$ cat src/hdl/nsbh_pkg.sv
// Shared widths, constants and control types for the nearest swept box hit block.
`default_nettype none
package nsbh_pkg;

    localparam int FRAC_BITS = 16;
    localparam int ID_BITS   = 16;
    localparam int COORD_W   = 32;
    localparam int SIZE_W    = 31;
    localparam int NUM_W     = COORD_W + 2;        // bound minus origin, signed
    localparam int DEN_W     = COORD_W + 1;        // movement, signed
    localparam int MAG_W     = COORD_W + 1;        // magnitude of a numerator or movement
    localparam int QW        = FRAC_BITS + 3;      // unsigned quotient, up to 4.0
    localparam int QS_W      = FRAC_BITS + 4;      // signed quotient, +-4.0
    localparam int FRAC_W    = FRAC_BITS + 1;      // fraction 0..1.0
    localparam int PROD_W    = DEN_W + FRAC_W + 1; // movement times fraction
    localparam int CNT_W     = $clog2(QW + 1);

    localparam logic [QW-1:0]   QUOT_LIMIT = QW'(4 << FRAC_BITS);
    localparam logic [QS_W-1:0] ONE_FRAC   = QS_W'(1 << FRAC_BITS);

    typedef enum logic [1:0] {
        SEL_XLO,
        SEL_XHI,
        SEL_YLO,
        SEL_YHI
    } slab_sel_t;

    typedef struct packed {
        logic      latch;
        logic      div_start;
        slab_sel_t sel;
        logic      fold;
        logic      update;
        logic      scale;
        logic      load_out;
    } dp_cmd_t;

    typedef struct packed {
        logic blocks;
        logic last;
        logic dx_zero;
        logic dy_zero;
        logic div_done;
    } dp_status_t;

endpackage
`default_nettype wire

$ cat src/hdl/nsbh_div.sv
// Iterative restoring divider: saturated Q.FRAC_BITS quotient of two magnitudes.
`default_nettype none
module nsbh_div (
    input  wire logic                        clk,
    input  wire logic                        rst_n,
    input  wire logic                        start,
    input  wire logic [nsbh_pkg::MAG_W-1:0]  num_mag,
    input  wire logic [nsbh_pkg::MAG_W-1:0]  den_mag,
    output logic                             done,
    output logic      [nsbh_pkg::QW-1:0]     quot
);

    logic [nsbh_pkg::MAG_W-1:0] rem_reg, rem_next;
    logic [nsbh_pkg::MAG_W-1:0] den_reg, den_next;
    logic [nsbh_pkg::QW-1:0]    sh_reg, sh_next;
    logic [nsbh_pkg::QW-1:0]    q_reg, q_next;
    logic [nsbh_pkg::CNT_W-1:0] cnt_reg, cnt_next;
    logic                       busy_reg, busy_next;
    logic                       done_reg, done_next;
    logic [nsbh_pkg::MAG_W:0]   trial;
    logic                       too_big;

    assign too_big = {3'b000, num_mag} >= {den_mag, 3'b000};
    assign trial   = {rem_reg, sh_reg[nsbh_pkg::QW-1]};

    always_comb
    begin
        rem_next  = rem_reg;
        den_next  = den_reg;
        sh_next   = sh_reg;
        q_next    = q_reg;
        cnt_next  = cnt_reg;
        busy_next = busy_reg;
        done_next = 1'b0;
        if (start)
        begin
            den_next = den_mag;
            if (too_big)
            begin
                // quotient is at least 8.0: saturate without iterating
                q_next    = nsbh_pkg::QUOT_LIMIT;
                done_next = 1'b1;
            end
            else
            begin
                rem_next  = {3'b000, num_mag[nsbh_pkg::MAG_W-1:3]};
                sh_next   = {num_mag[2:0], {nsbh_pkg::FRAC_BITS{1'b0}}};
                cnt_next  = nsbh_pkg::CNT_W'(nsbh_pkg::QW);
                busy_next = 1'b1;
            end
        end
        else if (busy_reg)
        begin
            if (trial >= {1'b0, den_reg})
            begin
                rem_next = nsbh_pkg::MAG_W'(trial - {1'b0, den_reg});
                q_next   = {q_reg[nsbh_pkg::QW-2:0], 1'b1};
            end
            else
            begin
                rem_next = trial[nsbh_pkg::MAG_W-1:0];
                q_next   = {q_reg[nsbh_pkg::QW-2:0], 1'b0};
            end
            sh_next  = {sh_reg[nsbh_pkg::QW-2:0], 1'b0};
            cnt_next = cnt_reg - 1'b1;
            if (cnt_reg == nsbh_pkg::CNT_W'(1))
            begin
                busy_next = 1'b0;
                done_next = 1'b1;
            end
        end
    end

    always_ff @(posedge clk or negedge rst_n)
    begin
        if (!rst_n)
        begin
            busy_reg <= 1'b0;
            done_reg <= 1'b0;
            cnt_reg  <= '0;
        end
        else
        begin
            busy_reg <= busy_next;
            done_reg <= done_next;
            cnt_reg  <= cnt_next;
        end
    end

    always_ff @(posedge clk)
    begin
        rem_reg <= rem_next;
        den_reg <= den_next;
        sh_reg  <= sh_next;
        q_reg   <= q_next;
    end

    assign done = done_reg;
    assign quot = (q_reg > nsbh_pkg::QUOT_LIMIT) ? nsbh_pkg::QUOT_LIMIT : q_reg;

endmodule
`default_nettype wire

$ cat src/hdl/nsbh_dp.sv
// Datapath: request registers, slab clipping, nearest-hit tracking and hit point.
`default_nettype none
module nsbh_dp (
    input  wire logic                                 clk,
    input  wire logic                                 rst_n,
    input  wire nsbh_pkg::dp_cmd_t                    cmd,
    output nsbh_pkg::dp_status_t                      status,
    input  wire logic signed [nsbh_pkg::COORD_W-1:0]  start_x,
    input  wire logic signed [nsbh_pkg::COORD_W-1:0]  start_y,
    input  wire logic signed [nsbh_pkg::COORD_W-1:0]  end_x,
    input  wire logic signed [nsbh_pkg::COORD_W-1:0]  end_y,
    input  wire logic signed [nsbh_pkg::COORD_W-1:0]  box_x,
    input  wire logic signed [nsbh_pkg::COORD_W-1:0]  box_y,
    input  wire logic        [nsbh_pkg::SIZE_W-1:0]   box_w,
    input  wire logic        [nsbh_pkg::SIZE_W-1:0]   box_h,
    input  wire logic                                 blocks,
    input  wire logic        [nsbh_pkg::ID_BITS-1:0]  object_id,
    input  wire logic                                 last_object,
    output logic                                      hit_found,
    output logic             [nsbh_pkg::ID_BITS-1:0]  hit_id,
    output logic             [nsbh_pkg::FRAC_W-1:0]   hit_fraction,
    output logic signed      [nsbh_pkg::COORD_W-1:0]  hit_x,
    output logic signed      [nsbh_pkg::COORD_W-1:0]  hit_y
);

    localparam int CW = nsbh_pkg::COORD_W;
    localparam int F  = nsbh_pkg::FRAC_BITS;

    logic signed [CW-1:0]                 sx_reg, sy_reg, ex_reg, ey_reg, bx_reg, by_reg;
    logic        [nsbh_pkg::SIZE_W-1:0]   bw_reg, bh_reg;
    logic                                 blocks_reg, last_reg;
    logic        [nsbh_pkg::ID_BITS-1:0]  id_reg;

    logic signed [nsbh_pkg::QS_W-1:0]     entry_reg, exit_reg, a_reg;
    logic                                 best_valid_reg;
    logic        [nsbh_pkg::FRAC_W-1:0]   best_frac_reg;
    logic        [nsbh_pkg::ID_BITS-1:0]  best_id_reg;
    logic signed [nsbh_pkg::PROD_W-1:0]   prod_x_reg, prod_y_reg;

    logic signed [nsbh_pkg::DEN_W-1:0]    dx, dy, den;
    logic signed [nsbh_pkg::NUM_W-1:0]    lo_x, hi_x, lo_y, hi_y, num;
    logic signed [nsbh_pkg::NUM_W-1:0]    num_neg;
    logic signed [nsbh_pkg::DEN_W-1:0]    den_neg;
    logic        [nsbh_pkg::MAG_W-1:0]    num_mag, den_mag;
    logic        [nsbh_pkg::QW-1:0]       quot;
    logic                                 div_done, q_neg;
    logic signed [nsbh_pkg::QS_W-1:0]     qs, q_min, q_max;
    logic                                 ok_x, ok_y, hit;
    logic        [nsbh_pkg::FRAC_W-1:0]   frac;
    logic                                 better;

    assign dx   = nsbh_pkg::DEN_W'(ex_reg) - nsbh_pkg::DEN_W'(sx_reg);
    assign dy   = nsbh_pkg::DEN_W'(ey_reg) - nsbh_pkg::DEN_W'(sy_reg);
    assign lo_x = nsbh_pkg::NUM_W'(bx_reg) - nsbh_pkg::NUM_W'(sx_reg);
    assign lo_y = nsbh_pkg::NUM_W'(by_reg) - nsbh_pkg::NUM_W'(sy_reg);
    assign hi_x = lo_x + $signed({3'b000, bw_reg});
    assign hi_y = lo_y + $signed({3'b000, bh_reg});

    always_comb
    begin
        unique case (cmd.sel)
            nsbh_pkg::SEL_XLO: num = lo_x;
            nsbh_pkg::SEL_XHI: num = hi_x;
            nsbh_pkg::SEL_YLO: num = lo_y;
            nsbh_pkg::SEL_YHI: num = hi_y;
            default:           num = lo_x;
        endcase
    end

    assign den     = (cmd.sel == nsbh_pkg::SEL_XLO || cmd.sel == nsbh_pkg::SEL_XHI) ? dx : dy;
    assign num_neg = -num;
    assign den_neg = -den;
    assign num_mag = num[nsbh_pkg::NUM_W-1] ? num_neg[nsbh_pkg::MAG_W-1:0]
                                            : num[nsbh_pkg::MAG_W-1:0];
    assign den_mag = den[nsbh_pkg::DEN_W-1] ? den_neg : den;
    assign q_neg   = num[nsbh_pkg::NUM_W-1] ^ den[nsbh_pkg::DEN_W-1];

    nsbh_div u_div (
        .clk     (clk),
        .rst_n   (rst_n),
        .start   (cmd.div_start),
        .num_mag (num_mag),
        .den_mag (den_mag),
        .done    (div_done),
        .quot    (quot)
    );

    assign qs    = q_neg ? -$signed({1'b0, quot}) : $signed({1'b0, quot});
    assign q_min = (a_reg < qs) ? a_reg : qs;
    assign q_max = (a_reg < qs) ? qs : a_reg;

    // a still axis passes only if its start lies inside the slab
    assign ok_x = (dx != '0) || (nsbh_pkg::NUM_W'(sx_reg) >= nsbh_pkg::NUM_W'(bx_reg)
                                 && hi_x >= 0);
    assign ok_y = (dy != '0) || (nsbh_pkg::NUM_W'(sy_reg) >= nsbh_pkg::NUM_W'(by_reg)
                                 && hi_y >= 0);
    assign hit  = ok_x && ok_y && (entry_reg <= exit_reg) && (exit_reg >= 0)
                  && (entry_reg <= $signed(nsbh_pkg::ONE_FRAC));
    assign frac = (entry_reg < 0) ? '0 : entry_reg[nsbh_pkg::FRAC_W-1:0];
    assign better = !best_valid_reg || (frac < best_frac_reg)
                    || (frac == best_frac_reg && id_reg < best_id_reg);

    always_ff @(posedge clk)
    begin
        if (cmd.latch)
        begin
            sx_reg     <= start_x;
            sy_reg     <= start_y;
            ex_reg     <= end_x;
            ey_reg     <= end_y;
            bx_reg     <= box_x;
            by_reg     <= box_y;
            bw_reg     <= box_w;
            bh_reg     <= box_h;
            blocks_reg <= blocks;
            id_reg     <= object_id;
            last_reg   <= last_object;
            entry_reg  <= '0;
            exit_reg   <= $signed(nsbh_pkg::ONE_FRAC);
        end
        else if (cmd.fold)
        begin
            if (cmd.sel == nsbh_pkg::SEL_XLO || cmd.sel == nsbh_pkg::SEL_YLO)
            begin
                a_reg <= qs;
            end
            else
            begin
                if (q_min > entry_reg)
                begin
                    entry_reg <= q_min;
                end
                if (q_max < exit_reg)
                begin
                    exit_reg <= q_max;
                end
            end
        end
        if (cmd.scale)
        begin
            prod_x_reg <= dx * $signed({1'b0, best_frac_reg});
            prod_y_reg <= dy * $signed({1'b0, best_frac_reg});
        end
        if (cmd.load_out)
        begin
            hit_found    <= best_valid_reg;
            hit_id       <= best_valid_reg ? best_id_reg : '0;
            hit_fraction <= best_valid_reg ? best_frac_reg : '0;
            hit_x        <= best_valid_reg ? sx_reg + prod_x_reg[F+CW-1:F] : '0;
            hit_y        <= best_valid_reg ? sy_reg + prod_y_reg[F+CW-1:F] : '0;
        end
    end

    always_ff @(posedge clk or negedge rst_n)
    begin
        if (!rst_n)
        begin
            best_valid_reg <= 1'b0;
            best_frac_reg  <= '0;
            best_id_reg    <= '0;
        end
        else if (cmd.load_out)
        begin
            best_valid_reg <= 1'b0;
            best_frac_reg  <= '0;
            best_id_reg    <= '0;
        end
        else if (cmd.update && blocks_reg && hit && better)
        begin
            best_valid_reg <= 1'b1;
            best_frac_reg  <= frac;
            best_id_reg    <= id_reg;
        end
    end

    assign status.blocks   = blocks_reg;
    assign status.last     = last_reg;
    assign status.dx_zero  = (dx == '0);
    assign status.dy_zero  = (dy == '0);
    assign status.div_done = div_done;

    a_clear_after_out: assert property (@(posedge clk) disable iff (!rst_n)
        cmd.load_out |=> !best_valid_reg)
        else $error("nearest hit not cleared after result");

endmodule
`default_nettype wire

$ cat src/hdl/nsbh_ctrl.sv
// Controller: sequences latch, slab divisions, hit update, hit point and result.
`default_nettype none
module nsbh_ctrl (
    input  wire logic                  clk,
    input  wire logic                  rst_n,
    input  wire logic                  in_valid,
    output logic                       in_stall,
    output logic                       out_valid,
    input  wire logic                  out_stall,
    input  wire nsbh_pkg::dp_status_t  status,
    output nsbh_pkg::dp_cmd_t          cmd
);

    typedef enum logic [2:0] {
        S_IDLE,
        S_PLAN,
        S_DIV_GO,
        S_DIV_WAIT,
        S_UPDATE,
        S_SCALE,
        S_EMIT
    } state_t;

    state_t              state_reg, state_next;
    nsbh_pkg::slab_sel_t sel_reg, sel_next;
    logic                out_valid_reg, out_valid_next;
    logic                accept, out_free;

    assign in_stall = (state_reg != S_IDLE);
    assign accept   = in_valid && !in_stall;
    assign out_free = !out_valid_reg || !out_stall;

    always_comb
    begin
        state_next     = state_reg;
        sel_next       = sel_reg;
        out_valid_next = out_valid_reg && out_stall;
        unique case (state_reg)
            S_IDLE:
            begin
                if (accept)
                begin
                    state_next = S_PLAN;
                end
            end
            S_PLAN:
            begin
                priority if (!status.blocks)
                begin
                    state_next = status.last ? S_SCALE : S_IDLE;
                end
                else if (!status.dx_zero)
                begin
                    sel_next   = nsbh_pkg::SEL_XLO;
                    state_next = S_DIV_GO;
                end
                else if (!status.dy_zero)
                begin
                    sel_next   = nsbh_pkg::SEL_YLO;
                    state_next = S_DIV_GO;
                end
                else
                begin
                    state_next = S_UPDATE;
                end
            end
            S_DIV_GO:
            begin
                state_next = S_DIV_WAIT;
            end
            S_DIV_WAIT:
            begin
                if (status.div_done)
                begin
                    unique case (sel_reg)
                        nsbh_pkg::SEL_XLO:
                        begin
                            sel_next   = nsbh_pkg::SEL_XHI;
                            state_next = S_DIV_GO;
                        end
                        nsbh_pkg::SEL_XHI:
                        begin
                            sel_next   = nsbh_pkg::SEL_YLO;
                            state_next = status.dy_zero ? S_UPDATE : S_DIV_GO;
                        end
                        nsbh_pkg::SEL_YLO:
                        begin
                            sel_next   = nsbh_pkg::SEL_YHI;
                            state_next = S_DIV_GO;
                        end
                        default:
                        begin
                            state_next = S_UPDATE;
                        end
                    endcase
                end
            end
            S_UPDATE:
            begin
                state_next = status.last ? S_SCALE : S_IDLE;
            end
            S_SCALE:
            begin
                state_next = S_EMIT;
            end
            S_EMIT:
            begin
                // hold until the output register can take the result
                if (out_free)
                begin
                    out_valid_next = 1'b1;
                    state_next     = S_IDLE;
                end
            end
            default:
            begin
                state_next = S_IDLE;
            end
        endcase
    end

    always_ff @(posedge clk or negedge rst_n)
    begin
        if (!rst_n)
        begin
            state_reg     <= S_IDLE;
            sel_reg       <= nsbh_pkg::SEL_XLO;
            out_valid_reg <= 1'b0;
        end
        else
        begin
            state_reg     <= state_next;
            sel_reg       <= sel_next;
            out_valid_reg <= out_valid_next;
        end
    end

    assign out_valid     = out_valid_reg;
    assign cmd.latch     = accept;
    assign cmd.div_start = (state_reg == S_DIV_GO);
    assign cmd.sel       = sel_reg;
    assign cmd.fold      = (state_reg == S_DIV_WAIT) && status.div_done;
    assign cmd.update    = (state_reg == S_UPDATE);
    assign cmd.scale     = (state_reg == S_SCALE);
    assign cmd.load_out  = (state_reg == S_EMIT) && out_free;

    a_no_overrun: assert property (@(posedge clk) disable iff (!rst_n)
        accept |=> in_stall)
        else $error("second request taken while one is in progress");

    a_wait_div: assert property (@(posedge clk) disable iff (!rst_n)
        (state_reg == S_DIV_WAIT && !status.div_done) |=> state_reg == S_DIV_WAIT)
        else $error("left division wait before divider finished");

    a_emit_hold: assert property (@(posedge clk) disable iff (!rst_n)
        (state_reg == S_EMIT && out_valid_reg && out_stall) |=>
            (state_reg == S_EMIT && out_valid_reg))
        else $error("result overwrote a stalled output");

endmodule
`default_nettype wire

$ cat src/hdl/nearest_swept_box_hit.sv
// Top level: nearest hit of a segment against a run of axis-aligned boxes.
// A non-blocking object is only planned; a blocking one is planned, then runs up to four
// slab divisions, each started and then awaited, before the hit update.
// One shared iterative divider, one quotient bit a cycle, sets the rate; one request at a time.
// The last object then adds the hit point and the output load before the result is offered,
// and waits while an earlier result is still stalled.
// Reset (rst_n, asynchronous, active low) clears the controller, the running
// nearest hit and the output valid; a result is held until taken.
`default_nettype none
module nearest_swept_box_hit (
    input  wire logic                                 clk,
    input  wire logic                                 rst_n,
    input  wire logic                                 in_valid,
    output logic                                      in_stall,
    input  wire logic signed [nsbh_pkg::COORD_W-1:0]  start_x,
    input  wire logic signed [nsbh_pkg::COORD_W-1:0]  start_y,
    input  wire logic signed [nsbh_pkg::COORD_W-1:0]  end_x,
    input  wire logic signed [nsbh_pkg::COORD_W-1:0]  end_y,
    input  wire logic signed [nsbh_pkg::COORD_W-1:0]  box_x,
    input  wire logic signed [nsbh_pkg::COORD_W-1:0]  box_y,
    input  wire logic        [nsbh_pkg::SIZE_W-1:0]   box_w,
    input  wire logic        [nsbh_pkg::SIZE_W-1:0]   box_h,
    input  wire logic                                 blocks,
    input  wire logic        [nsbh_pkg::ID_BITS-1:0]  object_id,
    input  wire logic                                 last_object,
    output logic                                      out_valid,
    input  wire logic                                 out_stall,
    output logic                                      hit_found,
    output logic             [nsbh_pkg::ID_BITS-1:0]  hit_id,
    output logic             [nsbh_pkg::FRAC_W-1:0]   hit_fraction,
    output logic signed      [nsbh_pkg::COORD_W-1:0]  hit_x,
    output logic signed      [nsbh_pkg::COORD_W-1:0]  hit_y
);

    nsbh_pkg::dp_cmd_t    cmd;
    nsbh_pkg::dp_status_t status;

    nsbh_ctrl u_ctrl (
        .clk       (clk),
        .rst_n     (rst_n),
        .in_valid  (in_valid),
        .in_stall  (in_stall),
        .out_valid (out_valid),
        .out_stall (out_stall),
        .status    (status),
        .cmd       (cmd)
    );

    nsbh_dp u_dp (
        .clk          (clk),
        .rst_n        (rst_n),
        .cmd          (cmd),
        .status       (status),
        .start_x      (start_x),
        .start_y      (start_y),
        .end_x        (end_x),
        .end_y        (end_y),
        .box_x        (box_x),
        .box_y        (box_y),
        .box_w        (box_w),
        .box_h        (box_h),
        .blocks       (blocks),
        .object_id    (object_id),
        .last_object  (last_object),
        .hit_found    (hit_found),
        .hit_id       (hit_id),
        .hit_fraction (hit_fraction),
        .hit_x        (hit_x),
        .hit_y        (hit_y)
    );

endmodule
`default_nettype wire

$ cat config.mk
export PLATFORM = sky130hd
export DESIGN_NAME = nearest_swept_box_hit
export DESIGN_NICKNAME = d
export VERILOG_FILES = /design/src/hdl/nsbh_pkg.sv /design/src/hdl/nsbh_div.sv /design/src/hdl/nsbh_dp.sv /design/src/hdl/nsbh_ctrl.sv /design/src/hdl/nearest_swept_box_hit.sv
export SDC_FILE = /design/constraint.sdc
export NUM_CORES = 2
export LEC_CHECK = 0
export ABC_AREA = 1
export BUFFER_PORTS_ARGS = -buffer_cell sky130_fd_sc_hd__buf_2
export CORE_MARGIN = 2
export CORE_UTILIZATION = 55
export DETAILED_ROUTE_END_ITERATION = 16
export PLACE_DENSITY = 0.79
export REMOVE_ABC_BUFFERS = 1
export SYNTH_ARGS = -nofsm -noshare
export SYNTH_HDL_FRONTEND = slang
export SYNTH_SLANG_ARGS = --single-unit
$ cat constraint.sdc
create_clock -name clk -period 20.3 [get_ports clk]
set_clock_uncertainty 0.2 [all_clocks]
set_input_delay 1.015 -clock clk [delete_from_list [all_inputs] [get_ports clk]]
set_output_delay 1.015 -clock clk [all_outputs]
set_load 0.02 [all_outputs]
# After elaboration in Yosys (flattened, before gate mapping)
# Index checks and enable logic that the tools add are counted.
# classes
add_sub_neg,13
n_eq_ne,19
reduce_logical,43
bitwise_logic,3
n_mux,54
n_mul,2
magnitude_cmp,16
# op_table
op,count
$mux W33,7
$pmux W34 S4,1
$mux W19,7
$sub A32 B32 Y33,4
$mul A33 B18 Y48,2
$add A34 B32 Y34,2
$ge A34 B1 Y1 const B,2
$logic_not A33 Y1,2
$neg A33 Y33,2
$reduce_bool A33 Y1,2
$add A32 B32 Y32,2
$ge A32 B32 Y1,2
$mux W20,3
$mux W17,3
$lt A20 B20 Y1,2
$ge A33 B36 Y1,1
$ge A34 B33 Y1,1
$sub A33 B33 Y33,1
$mux W16,2
$mux W3,7
$pmux W3 S7,1
$ge A20 B1 Y1 const B,1
$gt A20 B20 Y1,1
$le A20 B18 Y1 const B,1
other kinds (37),91
# totals
out_inout_bits,100
reg_bits,677
in_bits,276
elab_cells,184

# Depth between registers and ports, before layout
# logic_depth
ltp_word,13
depth_mapped,74

# Cells and area by module
# From an unflattened synthesis, not the netlist that was laid out.
# unflattened
hier_cells,9697
area_unflattened_um2,79945.4
# modules_own_cells
module,area_per_inst_um2,seq_area_each_um2,cells_each,n_inst
nsbh_dp,71501.1,15284.7,8503,1
nsbh_div,7749.9,2817.7,1098,1
nsbh_ctrl,694.4,150.1,96,1

# Worst setup path after synthesis
# Ideal clock, no wire load.
# synth_path
path_kind,input -> register
start,input port in_valid
end,"register u_dp.bh_reg[0] in the netlist's numbering, enable pin"
cell_stages,3
t_required_ns,19.358
setup_ns,0.742
arrival_time_ns,8.720
path_slack_ns,10.638
cell_sequence,inv_1 -> nor2_1 -> clkbuf_1
# synth_lines
element,line,rtl
start: declaration,nearest_swept_box_hit.sv:13,"input wire logic in_valid,"
end signal: assignment,nsbh_dp.sv:114,bh_reg <= box_h;
end: declaration,nsbh_dp.sv:30,"logic [nsbh_pkg::SIZE_W-1:0] bw_reg, bh_reg;"

# Final worst setup path
# layout_path
start,register u_dp.sx_reg[0]
end,register u_dp.entry_reg[19] in the netlist's numbering
# layout_between
elab_chain_cells,9
elab_cells_between_ends,11
cone_classes,add/sub: 3; order compare: 2; mux: 4; bitwise: 1; reduce/logical: 1
# layout_rtl
element,line,rtl
start: declaration,nsbh_dp.sv:29,"logic signed [CW-1:0] sx_reg, sy_reg, ex_reg, ey_reg, bx_reg, by_reg;"
start signal: assignment,nsbh_dp.sv:107,sx_reg <= start_x;
$sub A32 B32 Y33,nsbh_dp.sv:54,assign lo_x = nsbh_pkg::NUM_W'(bx_reg) - nsbh_pkg::NUM_W'(sx_reg);
$add A34 B32 Y34,nsbh_dp.sv:56,"assign hi_x = lo_x + $signed({3'b000, bw_reg});"
$pmux W34 S4,nsbh_dp.sv:61,unique case (cmd.sel)
$xor A1 B1 Y1 *,nsbh_dp.sv:76,assign q_neg = num[nsbh_pkg::NUM_W-1] ^ den[nsbh_pkg::DEN_W-1];
$mux W20 *,nsbh_dp.sv:88,"assign qs = q_neg ? -$signed({1'b0, quot}) : $signed({1'b0, quot});"
$lt A20 B20 Y1,nsbh_dp.sv:89,assign q_min = (a_reg < qs) ? a_reg : qs;
$mux W20 *,nsbh_dp.sv:89,
"named net u_dp.q_min, one bit",nsbh_dp.sv:47,"logic signed [nsbh_pkg::QS_W-1:0] qs, q_min, q_max;"
$gt A20 B20 Y1 *,nsbh_dp.sv:129,if (q_min > entry_reg)
$reduce_and A3 Y1 (no line) *,-,
end signal: assignment,nsbh_dp.sv:131,entry_reg <= q_min;
end: declaration,nsbh_dp.sv:34,"logic signed [nsbh_pkg::QS_W-1:0] entry_reg, exit_reg, a_reg;"
# The timed path passes the listed nets; every way through them passes the cells marked *.
# A chain may end at the register's enable or synchronous reset.

==> metrics.yaml <==
clock_tree:
  clkLatencyLatePin_ns: 0.71
  clock_sinks: 629
  cts_resized: 0
  clkTransAtPathRegs_ns: 0.06
  htreeDepth: 3
  cts_tree: "built"
  hold_buffers: 0
  cts_buffer_depth: 3
  cts-root-buf: "clkbuf_16"
  numCtsBuffers: 77
  cts_setup_buffers: 0
cells_and_area:
  nets: 11600
  nFillCells: 12100
  area.sequential_um2: 18300
  drive_gt1_share_pct: 7.92
  area_growth_pct: 8.15
  multiInputGateArea_um2: 51900
logic_synthesis:
  ys_types: 79
  yosysWarnings: 0
  netlist_top_cells_area: "fa_1 26%, edfxtp_1 21%, ha_1 10%, inv_1 9.2%, nand2_1 9.1%"
  netlist_top_cells_count: "1924 x inv_1, 1914 x nand2_1, 1037 x fa_1"
  synthArstFlopShare_pct: 7.47
  synth-adder-area-share_pct: 36.8
  yosys_most_used_dff: "edfxtp_1"
  synth-seq-cells: 629
  synthXorXnorAreaFrac_pct: 3.11
  postSynthAreaPerCell_um2: 8.40
  synth_area_um2: 78600
  synth_seq_area_share_pct: 23.2
  synth_top_cell_area_share_pct: 26.4
  synthMostInstantiatedCell: "inv_1"
  yosys.area.top_type: "fa_1"
  synth_edf_count: 542
  synthSimpleGateAreaFrac_pct: 17.2
  synth_top_family_by_area: "adder cells"
  synth_compound_area_share_pct: 8.73
  postSynthCellCount: 9356
  yosys-mux-area-fraction_pct: 0.0127
detailed_routing:
  drt-pass1-iter-count: 7
  dr_wl_met3_um: 36200
  highest_layer: "met5"
  antenna_left: 0
  vias_per_cell: 5.81
  avgRoutedWirePerCell_um: 23.0
  wl_met1_um: 100000
  wl_met2_um: 113000
  wl_um: 265000
  vias: 67200
  drt_iter0_drc: 7787
  drc: 0
sta:
  relSlewSlack_pct: 17.3
  fmax_mhz: 86.0
  hold_violations: 0
  setup_tns_ns: 0
  final_max_slew_viol_count: 0
  period_share_pct: 57.3
  tightestPinTransition_ns: 1.23
  grt_setup_unrepaired: "false"
  fin_crit_ns: 11.63
  setup_viol: 0
global_routing:
  grt-ovfl-total: 0
  track_usage_pct: 36.5
  grt_pass1_wl_um: 401000
  grt_max_degree: 146
  antenna_found_initial: 20
  grt_pass1_vias: 67800
worst_setup_path:
  r2r_cells: 66
  slowest_delay_ns: 0.75
  start_kind: "register"
  path_class: "register to register"
  critPathMaxFanout: 39
  rr_endpoint: "u_dp.entry_reg[19]"
  cp_common_cell: "nand2_1"
  critPathLaunch: "u_dp.sx_reg[0]"
  worstPathArrival_ns: 12.01
  end_kind: "register"
  crit_required_ns: 20.68
  r2r_slack_ns: 8.67
  crit_slowest_cell: "o21ai_0"
  reg2reg_from: "u_dp.sx_reg[0]"
floorplan:
  initial_utilization_pct: 55.4
  die-area_um2: 146000
  die_h_um: 382
  top_level_ports: 376
  fp.coreArea_um2: 142000
  rows: 138
  die_width_um: 382
placed_design:
  port_buffers: 375
  gp_congestion: 1.04
  dp_hpwl_um: 212000
outcome:
  outcome: "finished, final reports clean"
job:
  max_cap_viol_count: 0
hold_path:
  hold_class: "input port to async pin"
==> layout make-up <==
cell class                      instances  area share (%)
Clock inverter                         49           0.716
Clock buffer                           90            2.42
Inverter                             1965            8.68
Multi-Input combinational cell       6485            61.0
Timing Repair Buffer                  440            2.80
Antenna cell                           12          0.0353
Tap cell                             1890            2.78
Sequential cell                       629            21.5
==> cell families (layout without fill, tap and decap cells) <==
| group | count (synthesis) | in the layout |
|---|---|---|
| simple gates | 3300 | 3300 |
| buf+inv | 2242 | 2544 |
| fa+ha+maj | 1692 | 1692 |
| compound gates | 1213 | 1213 |
| flops | 629 | 629 |
| xor+xnor | 279 | 279 |
| mux | 1 | 1 |
| other cells | 0 | 12 |
==> worst max-delay path: cells and delay by family, from the launching register on <==
| family | cells | cell delay [ns] |
|---|---|---|
| adders and majority gates | 5 | 1.28 |
| and+or+nand+nor | 36 | 3.98 |
| DFF | 1 | 0.44 |
| xor gates and xnor gates | 2 | 0.51 |
| AOI/OAI and AO/OA | 14 | 3.22 |
| buffers and inverters | 9 | 1.87 |
==> through the flow <==
stage / hold WS, ns / instances / utilization, % / area, um2 / setup slack [ns]
after floorplan: 0.240 / 9079 / - / 77400 / 2.81
after global placement: 0.259 / 11400 / 58.0 / 82300 / 8.93
after detailed placement: 0.268 / 11400 / 58.0 / 82300 / 8.87
after CTS: 0.239 / 11500 / 59.9 / 85000 / 8.75
after global routing: 0.265 / 11600 / 59.9 / 85000 / 7.26
final: 0.271 / 11600 / 59.9 / 85000 / 8.67
==> worst max-delay path by stage <==
stage / end / cells after the start
2_1_floorplan: u_dp.exit_reg[16] / 4
3_3_place_gp: u_dp.entry_reg[0] / 67
3_5_place_dp: u_dp.entry_reg[2] / 67
4_1_cts: u_dp.entry_reg[19] / 67
5_1_grt: u_dp.entry_reg[7] / 67
6_report: u_dp.entry_reg[19] / 66
==> cells in the final DEF (no fill, tap or decap), types with 174 or more instances in the layout <==
cell type	netlist	layout
nand3_1	222	222
fa_1	1037	1037
o21ai_0	355	355
inv_1	1924	1922
xor2_1	177	174
a21oi_1	528	528
edfxtp_1	542	542
ha_1	655	655
buf_2	15	375
nand2_1	1914	1914
nor2_1	821	818
==> layer usage <==
layer | GRT usage, % | vias up
met5 | 0 | -
met4 | 18.4 | 18
met3 | 12.0 | 793
met2 | 54.2 | 4121
met1 | 47.9 | 32500
li1 | - | 29800
Power is not shown: default switching activity piles up to over one toggle a cycle in this logic, so the estimate is an artifact.
